--- src/sv/gamd_pkg.sv ---
// shared types, constants and power table function for the gyro air mouse delta block
`default_nettype none

package gamd_pkg;

  // fixed point setup of the gyro rates and the power table size
  localparam int unsigned FRAC_BITS       = 12;
  localparam int unsigned POW_TABLE_DEPTH = 64;

  // table depth is a power of two, so the table scalings are shifts
  localparam int unsigned POW_DEPTH_LOG2 = $clog2(POW_TABLE_DEPTH);
  localparam int unsigned ROOT_FRAC      = 9;

  // field and register widths
  localparam int unsigned RATE_W     = 16;
  localparam int unsigned DELTA_W    = 8;
  localparam int unsigned SENS_W     = 16;
  localparam int unsigned SF_W       = 9;
  localparam int unsigned DZ_W       = 15;
  localparam int unsigned THR_W      = 15;
  localparam int unsigned AMUL_W     = 12;
  localparam int unsigned CFG_IDX_W  = 3;
  localparam int unsigned CFG_DATA_W = 16;

  // smoothing weight is q1.8
  localparam int unsigned SF_FRAC = 8;
  localparam logic [SF_W-1:0] SF_ONE = SF_W'(256);
  localparam int unsigned ACC_W = RATE_W + SF_W + 1;

  // magnitude, excess and table indexing
  localparam int unsigned MAG_W       = RATE_W;
  localparam int unsigned EXCESS_SPAN = 32768;
  localparam int unsigned REM_W       = 15;
  localparam int unsigned SEG_W       = $clog2(POW_TABLE_DEPTH + 1);
  localparam int unsigned P_W         = MAG_W + SEG_W;
  // largest entry is 64 * fifth root of 2^(60-FRAC_BITS), below 2^17 for a fraction width above 5
  localparam int unsigned POW_W       = 17;

  // accelerated value and gain stage
  localparam int unsigned AMUL_FRAC  = 8;
  localparam int unsigned AV_W       = POW_W + AMUL_W - AMUL_FRAC + 1;
  localparam int unsigned V_W        = AV_W + 1;
  localparam int unsigned GAIN_SHIFT = FRAC_BITS + 8;

  // shared multiplier operands
  localparam int unsigned OPA_W  = 24;
  localparam int unsigned OPB_W  = 18;
  localparam int unsigned PROD_W = OPA_W + OPB_W;
  localparam logic [PROD_W-1:0] GAIN_BIAS = PROD_W'((64'd1 << GAIN_SHIFT) - 64'd1);

  // output saturation limits
  localparam logic signed [DELTA_W-1:0] DELTA_MAX = 8'sd127;
  localparam logic signed [DELTA_W-1:0] DELTA_MIN = -8'sd128;

  // register reset values
  localparam logic [SENS_W-1:0] SENS_RESET = SENS_W'(256);
  localparam logic [SF_W-1:0]   SF_RESET   = SF_W'(205);
  localparam logic [DZ_W-1:0]   DZ_RESET   = DZ_W'(205);
  localparam logic [THR_W-1:0]  THR_RESET  = THR_W'(1229);
  localparam logic [AMUL_W-1:0] AMUL_RESET = AMUL_W'(384);

  // configuration register indexes
  typedef enum logic [CFG_IDX_W-1:0] {
    CFG_SENSITIVITY,
    CFG_SMOOTHING,
    CFG_DEAD_ZONE,
    CFG_ACCEL_THR,
    CFG_ACCEL_MULT
  } cfg_reg_e;

  // sequencer states
  typedef enum logic [2:0] {
    ST_IDLE,
    ST_MAC0,
    ST_MAC1,
    ST_RANGE,
    ST_INTERP,
    ST_SCALE,
    ST_GAIN,
    ST_DONE
  } state_e;

  // payloads
  typedef struct packed {
    logic                     kind;
    logic signed [RATE_W-1:0] rate_x;
    logic signed [RATE_W-1:0] rate_z;
  } in_item_t;

  typedef struct packed {
    logic signed [DELTA_W-1:0] delta_x;
    logic signed [DELTA_W-1:0] delta_y;
  } out_item_t;

  // one entry of the x^1.2 table, evaluated at elaboration
  function automatic logic [POW_W-1:0] pow_entry(input int unsigned idx);
    logic [63:0] n;
    logic [63:0] r;
    logic [63:0] c;
    logic [63:0] t;
    n = (64'(idx) << (60 - FRAC_BITS)) >> POW_DEPTH_LOG2;
    r = '0;
    for (int b = 11; b >= 0; b--) begin
      c = r | (64'd1 << b);
      if (c * c * c * c * c <= n) begin
        r = c;
      end
    end
    t = (64'(idx) * 64'(EXCESS_SPAN) * r) >> (POW_DEPTH_LOG2 + ROOT_FRAC);
    return t[POW_W-1:0];
  endfunction

endpackage

`default_nettype wire

--- src/sv/gyro_air_mouse_delta.sv ---
// Gyro air mouse delta: a new sample is taken only after the previous result has
// moved to the output register. One shared 24x18 multiplier runs five steps per
// axis (two smoothing MACs, interpolation, accel scale, gain), X then Z, under a
// small sequencer. A clear item only zeroes both smoothing values, in idle.
// Reset (async, active low) loads register defaults, zeroes both smoothing values
// and empties the output register; no clearing pass is needed.
`default_nettype none

module gyro_air_mouse_delta import gamd_pkg::*; (
  input  wire logic                  clk_i,
  input  wire logic                  rst_ni,
  input  wire logic                  in_valid_i,
  output logic                       in_stall_o,
  input  wire in_item_t              in_data_i,
  output logic                       out_valid_o,
  input  wire logic                  out_stall_i,
  output out_item_t                  out_data_o,
  input  wire logic                  cfg_valid_i,
  output logic                       cfg_ready_o,
  input  wire logic [CFG_IDX_W-1:0]  cfg_index_i,
  input  wire logic [CFG_DATA_W-1:0] cfg_data_i
);

  state_e state_q, state_d;
  logic   axis_q;

  logic [SENS_W-1:0] sens_q;
  logic [SF_W-1:0]   sf_q;
  logic [DZ_W-1:0]   dz_q;
  logic [THR_W-1:0]  thr_q;
  logic [AMUL_W-1:0] amul_q;

  logic signed [RATE_W-1:0] smx_q, smz_q;
  logic signed [RATE_W-1:0] rate_x_q, rate_z_q;
  logic signed [ACC_W-1:0]  acc_q;
  logic signed [RATE_W-1:0] s_q;
  logic                     neg_q;
  logic                     pow_on_q;
  logic [SEG_W-1:0]         seg_q;
  logic [REM_W-1:0]         rem_q;
  logic [POW_W-1:0]         y_q;
  logic signed [V_W-1:0]    v_q;
  logic signed [DELTA_W-1:0] dx_q, dy_q;
  logic                     out_valid_q;
  out_item_t                out_q;

  logic in_xfer, out_free, smp_start, clr_start;

  // transfer decode
  assign in_xfer   = in_valid_i && !in_stall_o;
  assign smp_start = in_xfer && !in_data_i.kind;
  assign clr_start = in_xfer && in_data_i.kind;
  assign out_free  = !out_valid_q || !out_stall_i;

  // power table, constant logic
  logic [POW_W-1:0] pow_tab [POW_TABLE_DEPTH+1];
  for (genvar gi = 0; gi <= POW_TABLE_DEPTH; gi++) begin : g_pow
    assign pow_tab[gi] = pow_entry(gi);
  end

  // shared multiplier
  logic signed [OPA_W-1:0]  op_a;
  logic signed [OPB_W-1:0]  op_b;
  logic signed [PROD_W-1:0] prod;
  assign prod = op_a * op_b;

  // smoothing weights and per axis selects
  logic [SF_W-1:0]          f_sat, f_inv;
  logic signed [RATE_W-1:0] rate_sel, prev_sel;
  assign f_sat    = (sf_q > SF_ONE) ? SF_ONE : sf_q;
  assign f_inv    = SF_ONE - f_sat;
  assign rate_sel = axis_q ? rate_z_q : rate_x_q;
  assign prev_sel = axis_q ? smz_q : smx_q;

  // smoothing sum, floor by arithmetic shift
  logic signed [ACC_W-1:0]  mac_sum;
  logic signed [RATE_W-1:0] s_new;
  assign mac_sum = acc_q + $signed(prod[ACC_W-1:0]);
  assign s_new   = mac_sum[SF_FRAC +: RATE_W];

  // dead zone and threshold
  logic [MAG_W-1:0] mag, mag_dz, excess;
  logic             in_dz, pow_on;
  logic [P_W-1:0]   p_pos;
  assign mag    = s_q[RATE_W-1] ? MAG_W'(-s_q) : MAG_W'(s_q);
  assign in_dz  = mag < MAG_W'(dz_q);
  assign mag_dz = in_dz ? '0 : mag;
  assign pow_on = mag_dz >= MAG_W'(thr_q);
  assign excess = mag_dz - MAG_W'(thr_q);
  assign p_pos  = P_W'(excess) * P_W'(POW_TABLE_DEPTH);

  // table interpolation
  logic [SEG_W-1:0] hi_idx;
  logic [POW_W-1:0] pow_lo, pow_hi, pow_diff;
  assign hi_idx   = (seg_q == SEG_W'(POW_TABLE_DEPTH)) ? seg_q : seg_q + SEG_W'(1);
  assign pow_lo   = pow_tab[seg_q];
  assign pow_hi   = pow_tab[hi_idx];
  assign pow_diff = (pow_hi > pow_lo) ? pow_hi - pow_lo : '0;

  // accelerated magnitude
  logic [AV_W-1:0]       accv;
  logic signed [V_W-1:0] av_s;
  assign accv = AV_W'(thr_q) + AV_W'(prod[AMUL_FRAC +: (POW_W + AMUL_W - AMUL_FRAC)]);
  assign av_s = V_W'(accv);

  // gain, negate, truncate toward zero, saturate
  logic [PROD_W-1:0]         gain_bias;
  logic signed [PROD_W-1:0]  gain_b, gain_t, neg_t;
  logic signed [DELTA_W-1:0] d_sat;
  assign gain_bias = prod[PROD_W-1] ? GAIN_BIAS : '0;
  assign gain_b    = prod + $signed(gain_bias);
  assign gain_t    = gain_b >>> GAIN_SHIFT;
  assign neg_t     = -gain_t;

  always_comb begin
    if (neg_t > DELTA_MAX) begin
      d_sat = DELTA_MAX;
    end else if (neg_t < DELTA_MIN) begin
      d_sat = DELTA_MIN;
    end else begin
      d_sat = neg_t[DELTA_W-1:0];
    end
  end

  // next state
  always_comb begin
    state_d = state_q;
    case (state_q)
      ST_IDLE:   if (smp_start) state_d = ST_MAC0;
      ST_MAC0:   state_d = ST_MAC1;
      ST_MAC1:   state_d = ST_RANGE;
      ST_RANGE:  state_d = ST_INTERP;
      ST_INTERP: state_d = ST_SCALE;
      ST_SCALE:  state_d = ST_GAIN;
      ST_GAIN:   state_d = axis_q ? ST_DONE : ST_MAC0;
      ST_DONE:   if (out_free) state_d = ST_IDLE;
      default:   state_d = ST_IDLE;
    endcase
  end

  // sequencer outputs: multiplier operands and handshakes
  always_comb begin
    op_a        = '0;
    op_b        = '0;
    in_stall_o  = (state_q != ST_IDLE);
    cfg_ready_o = (state_q == ST_IDLE);
    case (state_q)
      ST_MAC0: begin
        op_a = OPA_W'(rate_sel);
        op_b = OPB_W'(f_sat);
      end
      ST_MAC1: begin
        op_a = OPA_W'(prev_sel);
        op_b = OPB_W'(f_inv);
      end
      ST_INTERP: begin
        op_a = OPA_W'(pow_diff);
        op_b = OPB_W'(rem_q);
      end
      ST_SCALE: begin
        op_a = OPA_W'(y_q);
        op_b = OPB_W'(amul_q);
      end
      ST_GAIN: begin
        op_a = OPA_W'(v_q);
        op_b = OPB_W'(sens_q);
      end
      default: begin
        op_a = '0;
        op_b = '0;
      end
    endcase
  end

  // control state
  always_ff @(posedge clk_i or negedge rst_ni) begin
    if (!rst_ni) begin
      state_q     <= ST_IDLE;
      axis_q      <= 1'b0;
      out_valid_q <= 1'b0;
    end else begin
      state_q <= state_d;
      if (smp_start) begin
        axis_q <= 1'b0;
      end else if (state_q == ST_GAIN) begin
        axis_q <= !axis_q;
      end
      if (state_q == ST_DONE && out_free) begin
        out_valid_q <= 1'b1;
      end else if (!out_stall_i) begin
        out_valid_q <= 1'b0;
      end
    end
  end

  // configuration registers
  always_ff @(posedge clk_i or negedge rst_ni) begin
    if (!rst_ni) begin
      sens_q <= SENS_RESET;
      sf_q   <= SF_RESET;
      dz_q   <= DZ_RESET;
      thr_q  <= THR_RESET;
      amul_q <= AMUL_RESET;
    end else if (cfg_valid_i && cfg_ready_o) begin
      case (cfg_index_i)
        CFG_SENSITIVITY: sens_q <= cfg_data_i[SENS_W-1:0];
        CFG_SMOOTHING:   sf_q   <= cfg_data_i[SF_W-1:0];
        CFG_DEAD_ZONE:   dz_q   <= cfg_data_i[DZ_W-1:0];
        CFG_ACCEL_THR:   thr_q  <= cfg_data_i[THR_W-1:0];
        CFG_ACCEL_MULT:  amul_q <= cfg_data_i[AMUL_W-1:0];
        default: ;
      endcase
    end
  end

  // smoothing state
  always_ff @(posedge clk_i or negedge rst_ni) begin
    if (!rst_ni) begin
      smx_q <= '0;
      smz_q <= '0;
    end else if (clr_start) begin
      smx_q <= '0;
      smz_q <= '0;
    end else if (state_q == ST_MAC1) begin
      if (axis_q) begin
        smz_q <= s_new;
      end else begin
        smx_q <= s_new;
      end
    end
  end

  // datapath registers
  always_ff @(posedge clk_i) begin
    if (smp_start) begin
      rate_x_q <= in_data_i.rate_x;
      rate_z_q <= in_data_i.rate_z;
    end
    case (state_q)
      ST_MAC0: acc_q <= $signed(prod[ACC_W-1:0]);
      ST_MAC1: s_q <= s_new;
      ST_RANGE: begin
        neg_q    <= s_q[RATE_W-1];
        pow_on_q <= pow_on;
        seg_q    <= p_pos[REM_W +: SEG_W];
        rem_q    <= p_pos[REM_W-1:0];
        v_q      <= in_dz ? '0 : V_W'(s_q);
      end
      ST_INTERP: y_q <= pow_lo + prod[REM_W +: POW_W];
      ST_SCALE: begin
        if (pow_on_q) begin
          v_q <= neg_q ? -av_s : av_s;
        end
      end
      ST_GAIN: begin
        if (axis_q) begin
          dx_q <= d_sat;
        end else begin
          dy_q <= d_sat;
        end
      end
      ST_DONE: begin
        if (out_free) begin
          out_q.delta_x <= dx_q;
          out_q.delta_y <= dy_q;
        end
      end
      default: ;
    endcase
  end

  assign out_valid_o = out_valid_q;
  assign out_data_o  = out_q;

endmodule

`default_nettype wire

--- config.mk ---
export PLATFORM = sky130hd
export DESIGN_NAME = gyro_air_mouse_delta
export DESIGN_NICKNAME = d
export VERILOG_FILES = /design/src/sv/gamd_pkg.sv /design/src/sv/gyro_air_mouse_delta.sv
export SDC_FILE = /design/constraint.sdc
export NUM_CORES = 2
export LEC_CHECK = 0
export BUFFER_PORTS_ARGS = -buffer_cell sky130_fd_sc_hd__buf_2
export CAP_MARGIN = 20
export CORE_MARGIN = 3
export CORE_UTILIZATION = 50
export DETAILED_ROUTE_END_ITERATION = 8
export PLACE_DENSITY = 0.69
export SLEW_MARGIN = 5
export SYNTH_ARGS = -nofsm -noshare
export SYNTH_HDL_FRONTEND = slang
export SYNTH_SLANG_ARGS = --single-unit
--- constraint.sdc ---
create_clock -name clk_i -period 15.3 [get_ports clk_i]
set_input_delay 2.295 -clock clk_i [delete_from_list [all_inputs] [get_ports clk_i]]
set_output_delay 2.295 -clock clk_i [all_outputs]
set_load 0.005 [all_outputs]
==> run summary <==
Hold_ws: 445 ps
Detail Placement HPWL: 80900 um
Layout cell share with drive strength beyond 1: 12.6%
Row cnt: 94
Initial antenna violation count: 4
Slew Viols, Final: 0
Endpoints failing hold: 0
Commonest non-fill, non-tap cells in the layout: 547 x inv_1, 419 x nand2_1, 370 x fa_1, 299 x nor2_1, 231 x ha_1
DRC: 0
CP Capture Type: register
Largest net degree at the start of global routing: 61
GRT overflow: 0
Most used cell, CP: fa_1
Uppermost layer routed: met5
Met3 routed WL: 9590 um
Root buffer cell: clkbuf_16
Post-synth EDFFs: 162
Async S/R FF share, synth: 39.1%
Chip Height: 264 um
Total CTS buffers: 26
Setup violators final: 0
Hold depth: 0
Max Clock Freq: 0.0683 GHz
Vias in the first global route: 27.4k
Period utilization: 95.7%
MaxCap Viol Count: 0
Die W: 264 um
Cts hold-fix bufs: 0
H-tree levels: 1
All-layer global routing usage: 29.6%
Library cells used by synthesis: 113
CP top delay family: adder cells
Met2 wire len: 45700 um
Syn_area_per_cell: 8.98 um^2
R2R Path Start: seg_q[1]$_DFFE_PP_
Core footprint: 0.0660 mm^2
Crit-path slowest cell: fa_1
Area grow syn2layout: 9.71%
Drt first pass iters: 5
Start point of the worst hold path: dy_q[3]$_DFFE_PP_
Crit Path Class: reg -> reg
ANT cells: 0
DR WL/cell: 22.1 um
Slowest stage delay, CP: 590 ps
Maximum fanout along the worst path: 10
Port Buf Inserts: 75
Clk_lat worst skew: 560 ps
Post-route met1 wirelength: 43000 um
Routability Congestion: 0.974
Drt via density: 5.92
TritonCTS clock tree: done
Commonest non-fill, non-tap cell in the layout: inv_1
Critical Path RT: 15690 ps
Setup TNS: 0 ps
Slew margin rel.: 22.5%
Final min period: 14640 ps
Yosys warns: 0
Clk slew on worst S/H paths: 60 ps
Top cells by area, synth: fa_1 22%, edfxtp_1 15%, ha_1 9.0%
Final non-filler cell total: 4680
Layout Nets: 4463
Number of nets with antenna violations after routing: 0
R2r setup slk: 660 ps
Outcome: finished clean
Worst reg-to-reg path cell count: 61
Register bit count reported by yosys: 266
Worst setup SP type: register
Post-synthesis cell count: 3719
Crit path buf inv count: 9
Starting Density: 50.6%
CTS Buffer Depth: 3
Clock Sink Count: 266
WL final: 103000 um
DRT iter0 DRCs: 2826
I/O pin cnt: 76
Dominant cell type by area after synthesis: fa_1
Seq/Total Area, Yosys: 22.4%
Top FF cell, synth: edfxtp_1
CP Data Arrival Time: 15030 ps
Mapped cell area: 0.0334 mm^2
Reg2Reg Capture Point: dx_q[6]$_DFFE_PP_
HP Class: reg -> reg
Total number of vias: 27.7k
Die area: 0.0699 mm^2
First-pass GRT wire length: 160000 um
Skew final: 16.3 ps
Slew @ Worst Pin: 1160 ps
Instance count on the critical path: 61
Hold endpoint: out_data_o[3]$_DFFE_PP_
Syn_nets: 4386
Top cell type's share of synthesized area: 22.3%
Placed cells: 4614
worst reg2reg max path: cells and delay by family (launching register included):
| family | cells | cell delay, ps |
|---|---|---|
| AND/OR/NAND/NOR | 11 | 1720 |
| multiplexers | 1 | 230 |
| buffers and inverters | 9 | 1360 |
| AO/OA/AOI/OAI | 24 | 5060 |
| flip-flops | 1 | 390 |
| XOR/XNOR | 3 | 470 |
| adder cells (fa/ha/maj) | 13 | 5240 |
metrics by stage:
step           setup slack, ps  instance area [um^2]  utilization (%)
3_5_place_dp              -257                 35200             53.4
4_1_cts                   4.86                 36100             54.8
5_1_grt                   -139                 36600             55.5
3_3_place_gp               145                 35200             53.4
2_1_floorplan             79.3                 33400                -
6_report                   664                 36600             55.5
sequential cells by signal, summed over array words and instances (netlist names):
register,count
acc_q,24
v_q,23
y_q,17
out_data_o,16
rate_x_q,16
rate_z_q,16
s_q,16
sens_q,16
smx_q,16
smz_q,16
dz_q,15
thr_q,15
amul_q,12
rem_q,9
sf_q,9
dx_q,8
dy_q,8
seg_q,7
state_q,3
axis_q,1
neg_q,1
out_valid_o,1
pow_on_q,1
cell families (layout without fill, tap and decap cells):
logic type / Yosys count / in the layout / share of synthesized area (%)
mux: 112 / 112 / 3.76
simple gates: 1083 / 1084 / 14.8
compound gates: 765 / 765 / 15.3
flops: 266 / 266 / 22.4
xor+xnor: 157 / 157 / 4.30
buf+inv: 726 / 822 / 8.23
fa+ha+maj: 610 / 610 / 31.2
cells in the mapped netlist (85+ instances only):
master and number:
nor2_1 310, ha_1 239, a21oi_1 176, dfrtp_1 85
xnor2_1 110, edfxtp_1 162, clkbuf_1 154, inv_1 549
fa_1 371, nand2_1 420, o21ai_0 169
worst max-delay path by stage:
| stage | from | end | slack, ps |
|---|---|---|---|
| finish | seg_q[1]$_DFFE_PP_ | dx_q[6]$_DFFE_PP_ | 660 |
| global route | seg_q[1]$_DFFE_PP_ | dy_q[6]$_DFFE_PP_ | -140 |
| CTS | seg_q[0]$_DFFE_PP_ | dx_q[2]$_DFFE_PP_ | 5 |
| detailed placement | seg_q[0]$_DFFE_PP_ | dy_q[4]$_DFFE_PP_ | -260 |
| global placement | seg_q[0]$_DFFE_PP_ | dx_q[2]$_DFFE_PP_ | 150 |
| floorplan | seg_q[1]$_DFFE_PP_ | dx_q[0]$_DFFE_PP_ | 80 |
per-layer routing:
layer,vias to the layer above,GRT usage (%)
met3,239,5.90
met1,13500,41.2
met4,4,11.2
li1,12600,-
met2,1303,45.9
met5,-,0
repair_timing:
action | CTS | global route
setup endpoints to repair | 14 | 17
setup buffers | 3 | 11
resized for setup | 4 | 78
pin swaps | 1 | 19
cloned | 0 | 2
final cells by class:
cell class                      count  area, um^2
Fill cell                        5894       29400
Tap cell                          864        1080
Inverter                          553        2080
Timing Repair Buffer              221        1540
Multi-Input combinational cell   2728       23600
Sequential cell                   266        7490
Clock inverter                     17         184
Clock buffer                       31         679
Power is not shown: default switching activity piles up to over one toggle a cycle in this logic, so the estimate is an artifact.
